**src/sv/bzc_pkg.sv**
```systemverilog
// ----------------------------------------------------------------------------
// bzc_pkg: shared types, constants and functions
// Holds the group-reverse substitution constants, the register index codes,
// the controller/datapath command and status structs, and lookup functions.
// ----------------------------------------------------------------------------
package bzc_pkg;

  localparam int unsigned MAX_DIGITS    = 6;
  localparam int unsigned ALPHABET_SIZE = 25;
  localparam int unsigned TABLE_ENTRIES = 25;
  localparam int unsigned GROUP_DEPTH   = 9;
  localparam int unsigned KEY_SLOTS     = 6;
  localparam int unsigned DIGIT_CAP     = (MAX_DIGITS < KEY_SLOTS) ? MAX_DIGITS : KEY_SLOTS;

  localparam int unsigned LETTER_W = 5;
  localparam int unsigned CFG_W    = 50;
  localparam int unsigned KEY_W    = 24;
  localparam int unsigned TAB_C_W  = 25;
  localparam int unsigned CNT_W    = 3;
  localparam int unsigned IDX_W    = 3;
  localparam int unsigned FILL_W   = $clog2(GROUP_DEPTH + 1);
  localparam int unsigned SLOT_W   = $clog2(GROUP_DEPTH);

  typedef enum logic [IDX_W-1:0] {
    CFG_TAB_A   = 3'd0,
    CFG_TAB_B   = 3'd1,
    CFG_TAB_C   = 3'd2,
    CFG_KEY     = 3'd3,
    CFG_DIG_CNT = 3'd4
  } cfg_idx_e;

  typedef enum logic {
    ST_FILL  = 1'b0,
    ST_DRAIN = 1'b1
  } state_e;

  typedef struct packed {
    logic accept;
    logic load;
  } ctrl_cmd_t;

  typedef struct packed {
    logic group_done;
    logic idx_zero;
    logic out_free;
  } dp_sts_t;

  typedef struct packed {
    logic [FILL_W-1:0] len;
    logic [CNT_W-1:0]  ptr;
  } grp_t;

  // Maps a letter through the loaded table; letters beyond the table pass.
  function automatic logic [LETTER_W-1:0] sub_lookup(
    input logic [LETTER_W-1:0] letter,
    input logic [CFG_W-1:0]    tab_a,
    input logic [CFG_W-1:0]    tab_b,
    input logic [TAB_C_W-1:0]  tab_c
  );
    logic [2*CFG_W+TAB_C_W-1:0] tab;
    logic [6:0]                 bit_pos;
    tab     = {tab_c, tab_b, tab_a};
    bit_pos = {2'b00, letter} * 7'd5;
    if ((32'(letter) >= ALPHABET_SIZE) || (32'(letter) >= TABLE_ENTRIES)) begin
      return letter;
    end
    return tab[bit_pos +: LETTER_W];
  endfunction

  // Finds the next nonzero key digit from the pointer on, cycling over the
  // digits in use. An all-zero key gives groups of one.
  function automatic grp_t next_group(
    input logic [KEY_W-1:0] key,
    input logic [CNT_W-1:0] dig_cnt,
    input logic [CNT_W-1:0] ptr
  );
    grp_t                res;
    logic [CNT_W-1:0]    cnt;
    logic [CNT_W-1:0]    p;
    logic [CNT_W-1:0]    p_nxt;
    logic [3:0]          d;
    logic                found;
    cnt = (dig_cnt == '0) ? CNT_W'(1) : dig_cnt;
    if (32'(cnt) > DIGIT_CAP) cnt = CNT_W'(DIGIT_CAP);
    p = (ptr >= cnt) ? '0 : ptr;
    res.len = FILL_W'(1);
    res.ptr = p;
    found   = 1'b0;
    for (int k = 0; k < KEY_SLOTS; k++) begin
      if ((k < 32'(cnt)) && !found) begin
        d     = key[{p, 2'b00} +: 4];
        p_nxt = p + CNT_W'(1);
        p     = (p_nxt == cnt) ? '0 : p_nxt;
        if (d != 4'd0) begin
          found   = 1'b1;
          res.len = (32'(d) > GROUP_DEPTH) ? FILL_W'(GROUP_DEPTH) : FILL_W'(d);
          res.ptr = p;
        end
      end
    end
    return res;
  endfunction

endpackage

```
**src/sv/bzc_if.sv**
```systemverilog
// ----------------------------------------------------------------------------
// bzc_if: request channels of the group-reverse substitution block
// Input channel carries a letter and the message end flag; output channel
// carries a substituted letter and the last-letter flag.
// ----------------------------------------------------------------------------
interface bzc_in_if;
  import bzc_pkg::*;
  logic                valid;
  logic                ready;
  logic [LETTER_W-1:0] letter_in;
  logic                message_end;

  modport source (output valid, letter_in, message_end, input ready);
  modport sink   (input valid, letter_in, message_end, output ready);
endinterface

interface bzc_out_if;
  import bzc_pkg::*;
  logic                valid;
  logic                ready;
  logic [LETTER_W-1:0] letter_out;
  logic                last_out;

  modport source (output valid, letter_out, last_out, input ready);
  modport sink   (input valid, letter_out, last_out, output ready);
endinterface

```
**src/sv/bzc_ctrl.sv**
```systemverilog
// ----------------------------------------------------------------------------
// bzc_ctrl: fill/drain controller
// Accepts letters while a group fills, then drains the group in reverse.
// ----------------------------------------------------------------------------
module bzc_ctrl (
  input  logic                clk_i,
  input  logic                rst_ni,
  input  logic                in_valid_i,
  output logic                in_ready_o,
  input  bzc_pkg::dp_sts_t    sts_i,
  output bzc_pkg::ctrl_cmd_t  cmd_o
);
  import bzc_pkg::*;

  state_e state_q, state_d;

  always_ff @(posedge clk_i or negedge rst_ni) begin
    if (!rst_ni) begin
      state_q <= ST_FILL;
    end else begin
      state_q <= state_d;
    end
  end

  always_comb begin
    state_d = state_q;
    unique case (state_q)
      ST_FILL: begin
        if (in_valid_i && sts_i.group_done) state_d = ST_DRAIN;
      end
      ST_DRAIN: begin
        if (sts_i.out_free && sts_i.idx_zero) state_d = ST_FILL;
      end
      default: state_d = ST_FILL;
    endcase
  end

  always_comb begin
    in_ready_o   = 1'b0;
    cmd_o.accept = 1'b0;
    cmd_o.load   = 1'b0;
    unique case (state_q)
      ST_FILL: begin
        in_ready_o   = 1'b1;
        cmd_o.accept = in_valid_i;
      end
      ST_DRAIN: begin
        cmd_o.load = sts_i.out_free;
      end
      default: begin
        in_ready_o = 1'b0;
      end
    endcase
  end

endmodule

```
**src/sv/bzc_dp.sv**
```systemverilog
// ----------------------------------------------------------------------------
// bzc_dp: datapath of the group-reverse substitution block
// Configuration registers, substitution, group store, group length tracking
// and the output register.
// ----------------------------------------------------------------------------
module bzc_dp (
  input  logic                          clk_i,
  input  logic                          rst_ni,
  input  logic                          cfg_we_i,
  input  logic [bzc_pkg::IDX_W-1:0]     cfg_idx_i,
  input  logic [bzc_pkg::CFG_W-1:0]     cfg_data_i,
  input  logic [bzc_pkg::LETTER_W-1:0]  letter_i,
  input  logic                          message_end_i,
  input  bzc_pkg::ctrl_cmd_t            cmd_i,
  output bzc_pkg::dp_sts_t              sts_o,
  input  logic                          out_ready_i,
  output logic                          out_valid_o,
  output logic [bzc_pkg::LETTER_W-1:0]  out_letter_o,
  output logic                          out_last_o
);
  import bzc_pkg::*;

  logic [CFG_W-1:0]    tab_a_q, tab_b_q;
  logic [TAB_C_W-1:0]  tab_c_q;
  logic [KEY_W-1:0]    key_q;
  logic [CNT_W-1:0]    dig_cnt_q;

  logic [LETTER_W-1:0] store_q [GROUP_DEPTH];
  logic [FILL_W-1:0]   fill_q, len_q;
  logic [CNT_W-1:0]    ptr_q;
  logic [FILL_W-1:0]   idx_q;
  logic                end_q;

  logic                out_valid_q;
  logic [LETTER_W-1:0] out_letter_q;
  logic                out_last_q;

  grp_t                grp;
  logic [FILL_W-1:0]   len_eff;
  logic [FILL_W-1:0]   fill_nxt;
  logic [LETTER_W-1:0] sub_letter;

  // Configuration registers.
  always_ff @(posedge clk_i or negedge rst_ni) begin
    if (!rst_ni) begin
      tab_a_q   <= '0;
      tab_b_q   <= '0;
      tab_c_q   <= '0;
      key_q     <= '0;
      dig_cnt_q <= CNT_W'(1);
    end else if (cfg_we_i) begin
      case (cfg_idx_e'(cfg_idx_i))
        CFG_TAB_A:   tab_a_q   <= cfg_data_i;
        CFG_TAB_B:   tab_b_q   <= cfg_data_i;
        CFG_TAB_C:   tab_c_q   <= cfg_data_i[TAB_C_W-1:0];
        CFG_KEY:     key_q     <= cfg_data_i[KEY_W-1:0];
        CFG_DIG_CNT: dig_cnt_q <= cfg_data_i[CNT_W-1:0];
        default: ;
      endcase
    end
  end

  assign grp        = next_group(key_q, dig_cnt_q, ptr_q);
  assign len_eff    = (fill_q == '0) ? grp.len : len_q;
  assign fill_nxt   = fill_q + FILL_W'(1);
  assign sub_letter = sub_lookup(letter_i, tab_a_q, tab_b_q, tab_c_q);

  assign sts_o.group_done = (fill_nxt >= len_eff) || message_end_i;
  assign sts_o.idx_zero   = (idx_q == '0);
  assign sts_o.out_free   = !out_valid_q || out_ready_i;

  // Group store holds no reset; only entries of the current group are read.
  always_ff @(posedge clk_i) begin
    if (cmd_i.accept) begin
      store_q[fill_q[SLOT_W-1:0]] <= sub_letter;
    end
  end

  // Group bookkeeping.
  always_ff @(posedge clk_i or negedge rst_ni) begin
    if (!rst_ni) begin
      fill_q <= '0;
      len_q  <= '0;
      ptr_q  <= '0;
      idx_q  <= '0;
      end_q  <= 1'b0;
    end else begin
      if (cmd_i.accept) begin
        if (sts_o.group_done) begin
          fill_q <= '0;
          len_q  <= '0;
          idx_q  <= fill_q;
          end_q  <= message_end_i;
          if (message_end_i) begin
            ptr_q <= '0;
          end else if (fill_q == '0) begin
            ptr_q <= grp.ptr;
          end
        end else begin
          fill_q <= fill_nxt;
          if (fill_q == '0) begin
            len_q <= grp.len;
            ptr_q <= grp.ptr;
          end
        end
      end else if (cmd_i.load && (idx_q != '0)) begin
        idx_q <= idx_q - FILL_W'(1);
      end
    end
  end

  // Output register.
  always_ff @(posedge clk_i or negedge rst_ni) begin
    if (!rst_ni) begin
      out_valid_q <= 1'b0;
    end else if (cmd_i.load) begin
      out_valid_q <= 1'b1;
    end else if (out_ready_i) begin
      out_valid_q <= 1'b0;
    end
  end

  always_ff @(posedge clk_i) begin
    if (cmd_i.load) begin
      out_letter_q <= store_q[idx_q[SLOT_W-1:0]];
      out_last_q   <= end_q && (idx_q == '0);
    end
  end

  assign out_valid_o  = out_valid_q;
  assign out_letter_o = out_letter_q;
  assign out_last_o   = out_last_q;

endmodule

```
**src/sv/group_reverse_substitute_cipher_unit.sv**
```systemverilog
// ----------------------------------------------------------------------------
// group_reverse_substitute_cipher_unit: keyed group-reverse substitution
// Substitutes each letter through a loaded table and emits the stream in
// groups, each reversed, with group lengths taken from the key digits.
//
// Usage:
//  - in_ch takes one letter request per cycle while a group fills; each
//    request carries a letter index and a message end flag.
//  - out_ch delivers the substituted letters, each group in reverse order;
//    last_out marks the final letter of a message.
//  - The configuration port writes the three table words, the key digits
//    and the digit count; write only while the block is idle.
//  - A group of n letters is accepted letter by letter while it fills, then
//    drained out of the group store one letter per cycle while the receiver
//    is ready; no new letter is taken during the drain. After the request
//    that completes the group is accepted, the controller enters its drain
//    state and loads the first letter into the output register for out_ch.
//  - The group store has a single read port, and draining it blocks input.
//  - Reset clears the tables and key to zero, the digit count to one and
//    discards any partial group. A stalled receiver holds the output
//    register and pauses draining; input resumes once the group is gone.
// ----------------------------------------------------------------------------
module group_reverse_substitute_cipher_unit (
  input  logic                          clk_i,
  input  logic                          rst_ni,
  bzc_in_if.sink                        in_ch,
  bzc_out_if.source                     out_ch,
  input  logic                          cfg_we_i,
  input  logic [bzc_pkg::IDX_W-1:0]     cfg_idx_i,
  input  logic [bzc_pkg::CFG_W-1:0]     cfg_data_i
);
  import bzc_pkg::*;

  ctrl_cmd_t cmd;
  dp_sts_t   sts;

  // The controller sequences fill and drain; the datapath holds all data.
  bzc_ctrl u_ctrl (
    .clk_i      (clk_i),
    .rst_ni     (rst_ni),
    .in_valid_i (in_ch.valid),
    .in_ready_o (in_ch.ready),
    .sts_i      (sts),
    .cmd_o      (cmd)
  );

  bzc_dp u_dp (
    .clk_i         (clk_i),
    .rst_ni        (rst_ni),
    .cfg_we_i      (cfg_we_i),
    .cfg_idx_i     (cfg_idx_i),
    .cfg_data_i    (cfg_data_i),
    .letter_i      (in_ch.letter_in),
    .message_end_i (in_ch.message_end),
    .cmd_i         (cmd),
    .sts_o         (sts),
    .out_ready_i   (out_ch.ready),
    .out_valid_o   (out_ch.valid),
    .out_letter_o  (out_ch.letter_out),
    .out_last_o    (out_ch.last_out)
  );

  // A request that completes a group must stop input on the next cycle.
  a_done_blocks_input: assert property (@(posedge clk_i) disable iff (!rst_ni)
    (cmd.accept && sts.group_done) |=> !in_ch.ready)
    else $error("input still open after a group completed");

  // Accepting and draining never happen in the same cycle.
  a_accept_load_excl: assert property (@(posedge clk_i) disable iff (!rst_ni)
    !(cmd.accept && cmd.load))
    else $error("accept and drain in the same cycle");

  // A drain load always leaves a valid result on the output.
  a_load_gives_valid: assert property (@(posedge clk_i) disable iff (!rst_ni)
    cmd.load |=> out_ch.valid)
    else $error("drained letter not presented");

endmodule
```
**src/flat_wrapper.sv**
```systemverilog
// flat-port wrapper written by rule: the top's interface ports become plain ports
module group_reverse_substitute_cipher_unit_flat import bzc_pkg::*;
  (clk_i, rst_ni, cfg_we_i, cfg_idx_i, cfg_data_i, in_ch_valid, in_ch_letter_in, in_ch_message_end, in_ch_ready, out_ch_valid, out_ch_letter_out, out_ch_last_out, out_ch_ready);
  bzc_in_if in_ch_i ();
  bzc_out_if out_ch_i ();
  input  logic clk_i;
  input  logic rst_ni;
  input  logic cfg_we_i;
  input  logic [bzc_pkg::IDX_W-1:0] cfg_idx_i;
  input  logic [bzc_pkg::CFG_W-1:0] cfg_data_i;
  input wire logic [$bits(in_ch_i.valid)-1:0] in_ch_valid;
  input wire logic [$bits(in_ch_i.letter_in)-1:0] in_ch_letter_in;
  input wire logic [$bits(in_ch_i.message_end)-1:0] in_ch_message_end;
  output wire logic [$bits(in_ch_i.ready)-1:0] in_ch_ready;
  output wire logic [$bits(out_ch_i.valid)-1:0] out_ch_valid;
  output wire logic [$bits(out_ch_i.letter_out)-1:0] out_ch_letter_out;
  output wire logic [$bits(out_ch_i.last_out)-1:0] out_ch_last_out;
  input wire logic [$bits(out_ch_i.ready)-1:0] out_ch_ready;
  assign in_ch_i.valid = in_ch_valid;
  assign in_ch_i.letter_in = in_ch_letter_in;
  assign in_ch_i.message_end = in_ch_message_end;
  assign in_ch_ready = in_ch_i.ready;
  assign out_ch_valid = out_ch_i.valid;
  assign out_ch_letter_out = out_ch_i.letter_out;
  assign out_ch_last_out = out_ch_i.last_out;
  assign out_ch_i.ready = out_ch_ready;
  group_reverse_substitute_cipher_unit u_core (.clk_i(clk_i), .rst_ni(rst_ni), .in_ch(in_ch_i), .out_ch(out_ch_i), .cfg_we_i(cfg_we_i), .cfg_idx_i(cfg_idx_i), .cfg_data_i(cfg_data_i));
endmodule
```
**config.mk**
```make
export PLATFORM = sky130hd
export DESIGN_NAME = group_reverse_substitute_cipher_unit_flat
export DESIGN_NICKNAME = d
export VERILOG_FILES = /design/src/sv/bzc_pkg.sv /design/src/sv/bzc_if.sv /design/src/sv/bzc_ctrl.sv /design/src/sv/bzc_dp.sv /design/src/sv/group_reverse_substitute_cipher_unit.sv /design/src/flat_wrapper.sv
export SDC_FILE = /design/constraint.sdc
export NUM_CORES = 1
export LEC_CHECK = 0
export BUFFER_PORTS_ARGS = -buffer_cell sky130_fd_sc_hd__buf_2
export CORE_AREA = 2 2 173 175
export CTS_BUF_LIST = sky130_fd_sc_hd__clkbuf_8
export CTS_CLUSTER_DIAMETER = 50
export DETAILED_ROUTE_END_ITERATION = 16
export DIE_AREA = 0 0 175 177
export PLACE_DENSITY = 0.83
export RECOVER_POWER = 50
export SYNTH_ARGS = -nofsm -noshare
export SYNTH_HDL_FRONTEND = slang
export SYNTH_SLANG_ARGS = --single-unit
```
**constraint.sdc**
```tcl
create_clock -name clk_i -period 21.6 [get_ports clk_i]
set_input_delay 2.16 -clock clk_i [delete_from_list [all_inputs] [get_ports clk_i]]
set_output_delay 2.16 -clock clk_i [all_outputs]
set_load 0.01 [all_outputs]
```
Word level (Yosys, flattened, before mapping)
Memories as Yosys holds them, arrays and structs flattened. A register that Yosys moved wholly into a read port is not among the register bits. Index checks and enable logic that the tools add are counted.

Add/sub/neg operators: 8. Multipliers: 1. Div/mod/pow operators: 0. Magnitude comparators: 16. Eq/ne operators: 11. Shifts and indexed selects: 7. Multiplexer cells: 64. Bitwise logic cells: 1. Reductions and logical operators: 37.

Operators with widths (count): $shiftx A24 B6 Y4 (6); $shiftx A125 B8 Y5 (1); $mux W7 (12); $mux W3 (17); $mux W4 (12); $reduce_bool A4 Y1 (7); $gt A4 B4 Y1 const B (6); $mux W1 (20); $add A3 B1 Y3 const B (6); $eq A3 B3 Y1 (6); $reduce_and A2 Y1 (7); $mux W5 (2); $logic_and A1 B1 Y1 (9); $logic_not A4 Y1 (2); $mul A5 B3 Y7 const B (1); $eq A3 B2 Y1 const B (2); $logic_not A1 Y1 (6); $logic_not A3 Y1 (2); $lt A1 B3 Y1 const A (2); $lt A2 B3 Y1 const A (2); $lt A3 B3 Y1 const A (2); $ge A5 B5 Y1 const B (1); $add A4 B1 Y4 const B (1); $ge A4 B4 Y1 (1); other kinds (10) (12).

Bits in registers: 171. Bits in latches: 0. Memory bits (writable): 45. ROM bits: 0. Output and inout port bits: 8. Word-level logic and storage cells: 159. Memories kept: 1.

Memory list: u_core.u_dp.store_q (words 9, width 5, rd ports 1, clocked after memory_dff 1, write ports 1, line bzc_dp.sv:28) `logic [LETTER_W-1:0] store_q [GROUP_DEPTH];`.

Logic depth before layout (Yosys ltp)
Depth in word-level cells: 37. Gate-level depth with buffers: 63. Mapped depth without buffers: 57.

Modules after synthesis
Synthesis repeated with hierarchy kept, for this count alone.

Cell total of the unflattened synthesis: 1591. Area total of the unflattened synthesis: 17229.0 sq um.

By module, submodules not included: bzc_dp (times used 1, cells each 1585, area each 17172.7 sq um, seq. area each 5761.8 sq um); bzc_ctrl (times used 1, cells each 6, area each 56.3 sq um, seq. area each 25.0 sq um).

Least setup slack after synthesis
No wires, ideal clock.

Kind: register to register. Start: reg u_core.u_dp.dig_cnt_q[0]. End: reg u_core.u_dp.idx_q[0]. Setup time: 82 ps. Data arrival time: 12199 ps. Required time: 21518 ps. Path slack: 9319 ps. Cell stages (with the launch flop): 63. Path buffers: 8. Period minus slack after synthesis: 12281 ps. Path through: dfstp_2 > nand2b_1 > o21a_1 > buf_4 > inv_2 > ha_1 > nand2b_1 > a31oi_4 > nand2_1 > inv_1 > ha_1 > buf_2 > buf_1 > nor2_1 > a221oi_1 > nor2_1 > inv_1 > ha_1 > [27 not listed] > buf_2 > a211o_1 > a32o_1 > a21boi_0 > o21a_1 > nor2_1 > o21ai_1 > ha_1 > nand2b_1 > a21o_1 > a21o_1 > a21oi_1 > nand2b_1 > nand2_1 > o21ai_1 > nand3_1 > o21ai_0 > a31oi_1.

Cells in the longest elaborated chain, start to end: 36.

Ends and longest elaborated chain: from (decl) (line bzc_dp.sv:26) `logic [CNT_W-1:0] dig_cnt_q;`; from (signal assigned) (line bzc_dp.sv:57) `CFG_DIG_CNT: dig_cnt_q <= cfg_data_i[CNT_W-1:0];`; $logic_not A3 Y1 (line bzc_pkg.sv:83) `cnt = (dig_cnt == '0) ? CNT_W'(1) : dig_cnt;`; $mux W3 * (line bzc_pkg.sv:83); $gt A3 B3 Y1 (line bzc_pkg.sv:84) `if (32'(cnt) > DIGIT_CAP) cnt = CNT_W'(DIGIT_CAP);`; $mux W3 * (line bzc_pkg.sv:84); $ge A3 B3 Y1 (line bzc_pkg.sv:85) `p = (ptr >= cnt) ? '0 : ptr;`; $mux W3 (line bzc_pkg.sv:85); $add A3 B1 Y3 (line bzc_pkg.sv:92) `p_nxt = p + CNT_W'(1);`; $eq A3 B3 Y1 (line bzc_pkg.sv:93) `p = (p_nxt == cnt) ? '0 : p_nxt;`; [20 not listed]; $mux W4 (line bzc_pkg.sv:96) `res.len = (32'(d) > GROUP_DEPTH) ? FILL_W'(GROUP_DEPTH) : FILL_W'(d);`; $mux W7 (line bzc_pkg.sv:94) `if (d != 4'd0) begin`; $mux W7 * (line bzc_pkg.sv:90) `if ((k < 32'(cnt)) && !found) begin`; $mux W4 *; $ge A4 B4 Y1 * (line bzc_dp.sv:68) `assign sts_o.group_done = (fill_nxt >= len_eff) || message_end_i;`; $logic_or A1 B1 Y1 * (line bzc_dp.sv:68); $ne A2 B2 Y1 (no line) *; $reduce_and A2 Y1 (no line) *; to (signal assigned) (line bzc_dp.sv:92) `idx_q <= fill_q;`; to (signal assigned) (line bzc_dp.sv:107) `idx_q <= idx_q - FILL_W'(1);`; to (decl) (line bzc_dp.sv:31) `logic [FILL_W-1:0] idx_q;`.

Mark *: on every way between the ends. The rest lies on a longest branch, timed or not. A chain may end at the register's enable or synchronous reset.

Worst setup path after layout
Start: reg u_core.u_dp.dig_cnt_q[1]. End: reg u_core.u_dp.idx_q[0].

The elaborated chain is that of the path after synthesis.

==> results.txt <==
Synth Flop Type: dfrtp_1
CP bufs+invs: 8
Failing checks: capacitance limit, slew limit
Remaining global-route overflow: 0
Crit Path Class: flip-flop to flip-flop
Chip Width: 175 microns
Sink Count: 221
Critical R2R Capture: u_core.u_dp.idx_q[0]$_DFFE_PN0P_
Syn avg cell area: 11.2 sq um
First-pass GRT wire length: 78500 microns
Total CTS buffers: 37
Residual DRC: 0
Total negative slack: 0 ps
Max-cap check violation count: 4
Routability congestion estimate: 1.01
Fillers: 2176
Clk Latency, worst-skew pair: 560 ps
Final ANT Viol Nets: 0
Row cnt: 63
Post-CTS Hold Fix Bufs: 0
Post-Syn Nets: 1630
Post-Synth Adder-Cell Area: 1.93%
Post-synth EDFFs: 51
Syn Std Cell Area: 17200 sq um
Startpoint types: flip-flop
Final hold viol count: 0
Sequential share of the synthesized area: 33.6%
P&R area growth vs syn: 7.99%
Clock slew at reported path FFs: 60 ps
Synth Area in Simple Gates: 10.6%
Die H: 177 microns
Crit path required time: 22040 ps
Slew Limit Headroom: -261%
Final clock skew: 36.9 ps
Worst-Margin Slew: 5420 ps
Port bufs: 71
CTS Root Cell: clkbuf_8
Reg-to-reg slack, setup: 5630 ps
Slowest CP cell: o311ai_4
Max-slew violations: 233
Final net count: 1644
Post-cts resize count: 0
Crit-path max FO: 26
Cell family with the largest share of critical-path delay: compound AO/OA/AOI/OAI gates
Hold_sp: u_core.u_dp.len_q[3]$_DFFE_PN0P_
Total wire length: 49800 microns
Initial Util: 58.9%
Final setup vio count: 0
Post-CTS Setup Bufs: 0
Period utilisation layout: 73.9%
FF-to-FF path depth: 57
CP Data Arrival Time: 16410 ps
Slowest stage delay, CP: 870 ps
Via count: 14100
RSZ-0062 raised after global routing: false
DR pass1 iterations: 6
Cells on Worst Hold Path: 2
Most common cell on crit path: ha_1
Max Buffers Root-to-Sink: 3
GRT Total Usage: 32.3%
Largest net degree at the start of global routing: 105
Cells after synthesis: 1540
Initial DRC Count: 1770
FFs w/ async S/R, synth: 76.9%
IO Pins: 72
Vias/cell: 7.12
Initial antenna violation count: 3
H-tree depth: 2
R2R Path Start: u_core.u_dp.dig_cnt_q[1]$_DFFE_PN0P_
Yosys warns: 0
Die ar.: 31000 sq um
Share of layout cells above drive strength 1: 31.6%
Status: complete, but fails checks
CTS tree: yes
Commonest non-fill, non-tap cell in the layout: mux2_2
CP endpoint kind: flip-flop
Core region area: 29200 sq um
Most frequent cells in the layout: mux2_2, dfrtp_1, mux4_2
Post-Synth XOR/XNOR Area: 1.64%
Tmin final: 15970 ps
Post-DP HPWL: 35600 microns
Mean routed wirelength per cell: 25.2 microns
Mux contribution to synthesized area: 34.4%
Largest family of logic cells by synthesized area: multiplexers
Yosys reg bits: 221
Fmax: 62.6 MHz
Compound-gate portion of the synthesized area: 14.4%
Tightest Hold Check Type: flip-flop to flip-flop
Hold EP: u_core.u_dp.len_q[3]$_DFFE_PN0P_
Vias in the first global route: 13600
Synth cell types: 99
[cells in the mapped netlist, types with 6 or more instances]
library cell	instances	area, sq um
a211oi_1	29	218
a21o_1	10	75.1
a21oi_1	66	330
a221o_1	6	60.1
a221oi_1	7	61.3
a31o_2	6	52.6
a31oi_1	11	68.8
and2_1	27	169
and3_1	10	62.6
buf_1	21	78.8
buf_2	17	85.1
clkbuf_1	72	270
dfrtp_1	169	4230
edfxtp_1	51	1530
ha_1	25	313
inv_1	24	90.1
mux2_2	182	2050
mux2i_1	96	961
mux4_2	129	2910
nand2_1	109	409
nand2b_1	18	113
nand3_1	28	140
nor2_1	80	300
nor2b_1	6	37.5
nor3_1	25	125
o211ai_1	17	128
o21a_1	11	82.6
o21ai_0	75	375
o221ai_1	9	78.8
o22ai_1	10	62.6
o311ai_0	6	52.6
o31ai_1	8	60.1
or2_2	13	81.3
or3_1	12	75.1
xnor2_1	14	123
xor2_1	13	114
[area by class of cell]
class	count	area, sq um	area share (%)
Multi-Input combinational cell	1171	10900	58.4
Sequential cell	221	5790	31.1
Clock buffer	49	674	3.63
Tap cell	390	488	2.62
Timing Repair Buffer	89	472	2.54
Clock inverter	19	170	0.915
Inverter	34	133	0.713
Antenna cell	3	7.51	0.0404
[worst reg2reg max path, delay by kind of cell, from the launching register on]
family,cells,cell delay [ps]
compound gates,23,6410
buf+inv,8,1800
flops,1,320
mux,2,630
fa+ha+maj,7,2560
simple gates,15,3760
xor+xnor,2,400
[registers in the layout, indices dropped and copies added, names as in the netlist]
register and cells:
u_core.u_dp.dig_cnt_q 3, u_core.u_dp.idx_q 4, u_core.u_dp.fill_q 4, u_core.u_dp.store_q 45, u_core.u_dp.out_letter_o 5, u_core.u_dp.tab_c_q 25, u_core.u_dp.out_valid_o 1, u_core.u_dp.len_q 4
u_core.u_dp.out_last_o 1, u_core.u_dp.key_q 24, u_core.u_ctrl.state_q 1, u_core.u_dp.tab_a_q 50, u_core.u_dp.end_q 1, u_core.u_dp.tab_b_q 50, u_core.u_dp.ptr_q 3
[worst max-delay path by stage]
stage,from,to,cells past startpoint
after floorplan,u_core.u_dp.dig_cnt_q[0]$_DFFE_PN1P_,u_core.u_dp.idx_q[0]$_DFFE_PN0P_,62
after global placement,u_core.u_dp.dig_cnt_q[1]$_DFFE_PN0P_,u_core.u_dp.idx_q[0]$_DFFE_PN0P_,57
after detailed placement,u_core.u_dp.dig_cnt_q[1]$_DFFE_PN0P_,u_core.u_dp.idx_q[0]$_DFFE_PN0P_,57
after CTS,u_core.u_dp.dig_cnt_q[1]$_DFFE_PN0P_,u_core.u_dp.idx_q[0]$_DFFE_PN0P_,57
after global routing,u_core.u_dp.dig_cnt_q[1]$_DFFE_PN0P_,u_core.u_dp.idx_q[0]$_DFFE_PN0P_,57
final,u_core.u_dp.dig_cnt_q[1]$_DFFE_PN0P_,u_core.u_dp.idx_q[0]$_DFFE_PN0P_,57
[routing by layer]
layer	share of wire (%)	global-route usage, %
met4	4.3	12.6
met3	11	7.30
met2	45	49.0
met1	40	45.6
met5	0	0
[through the flow]
stage	instances	worst slack [ps]	cell area (sq um)	hold slack, ps	utilization (%)
CTS	1973	6070	18600	488	63.7
finish	1976	5630	18600	487	63.6
detailed placement	1905	6230	17800	477	60.8
floorplan	1540	9320	17200	445	-
global placement	1905	6720	17800	458	60.8
global route	1976	4580	18600	514	63.6
[cells by family after synthesis]
group	after synthesis
AOI/OAI and AO/OA	346
and+or+nand+nor	363
buffers and inverters	148
muxes	407
DFF	221
xor gates and xnor gates	29
adders and majority gates	26
Power is left out: the tool's default activity adds up to more than one toggle a clock period on the data nets, which glitch-free logic cannot reach.
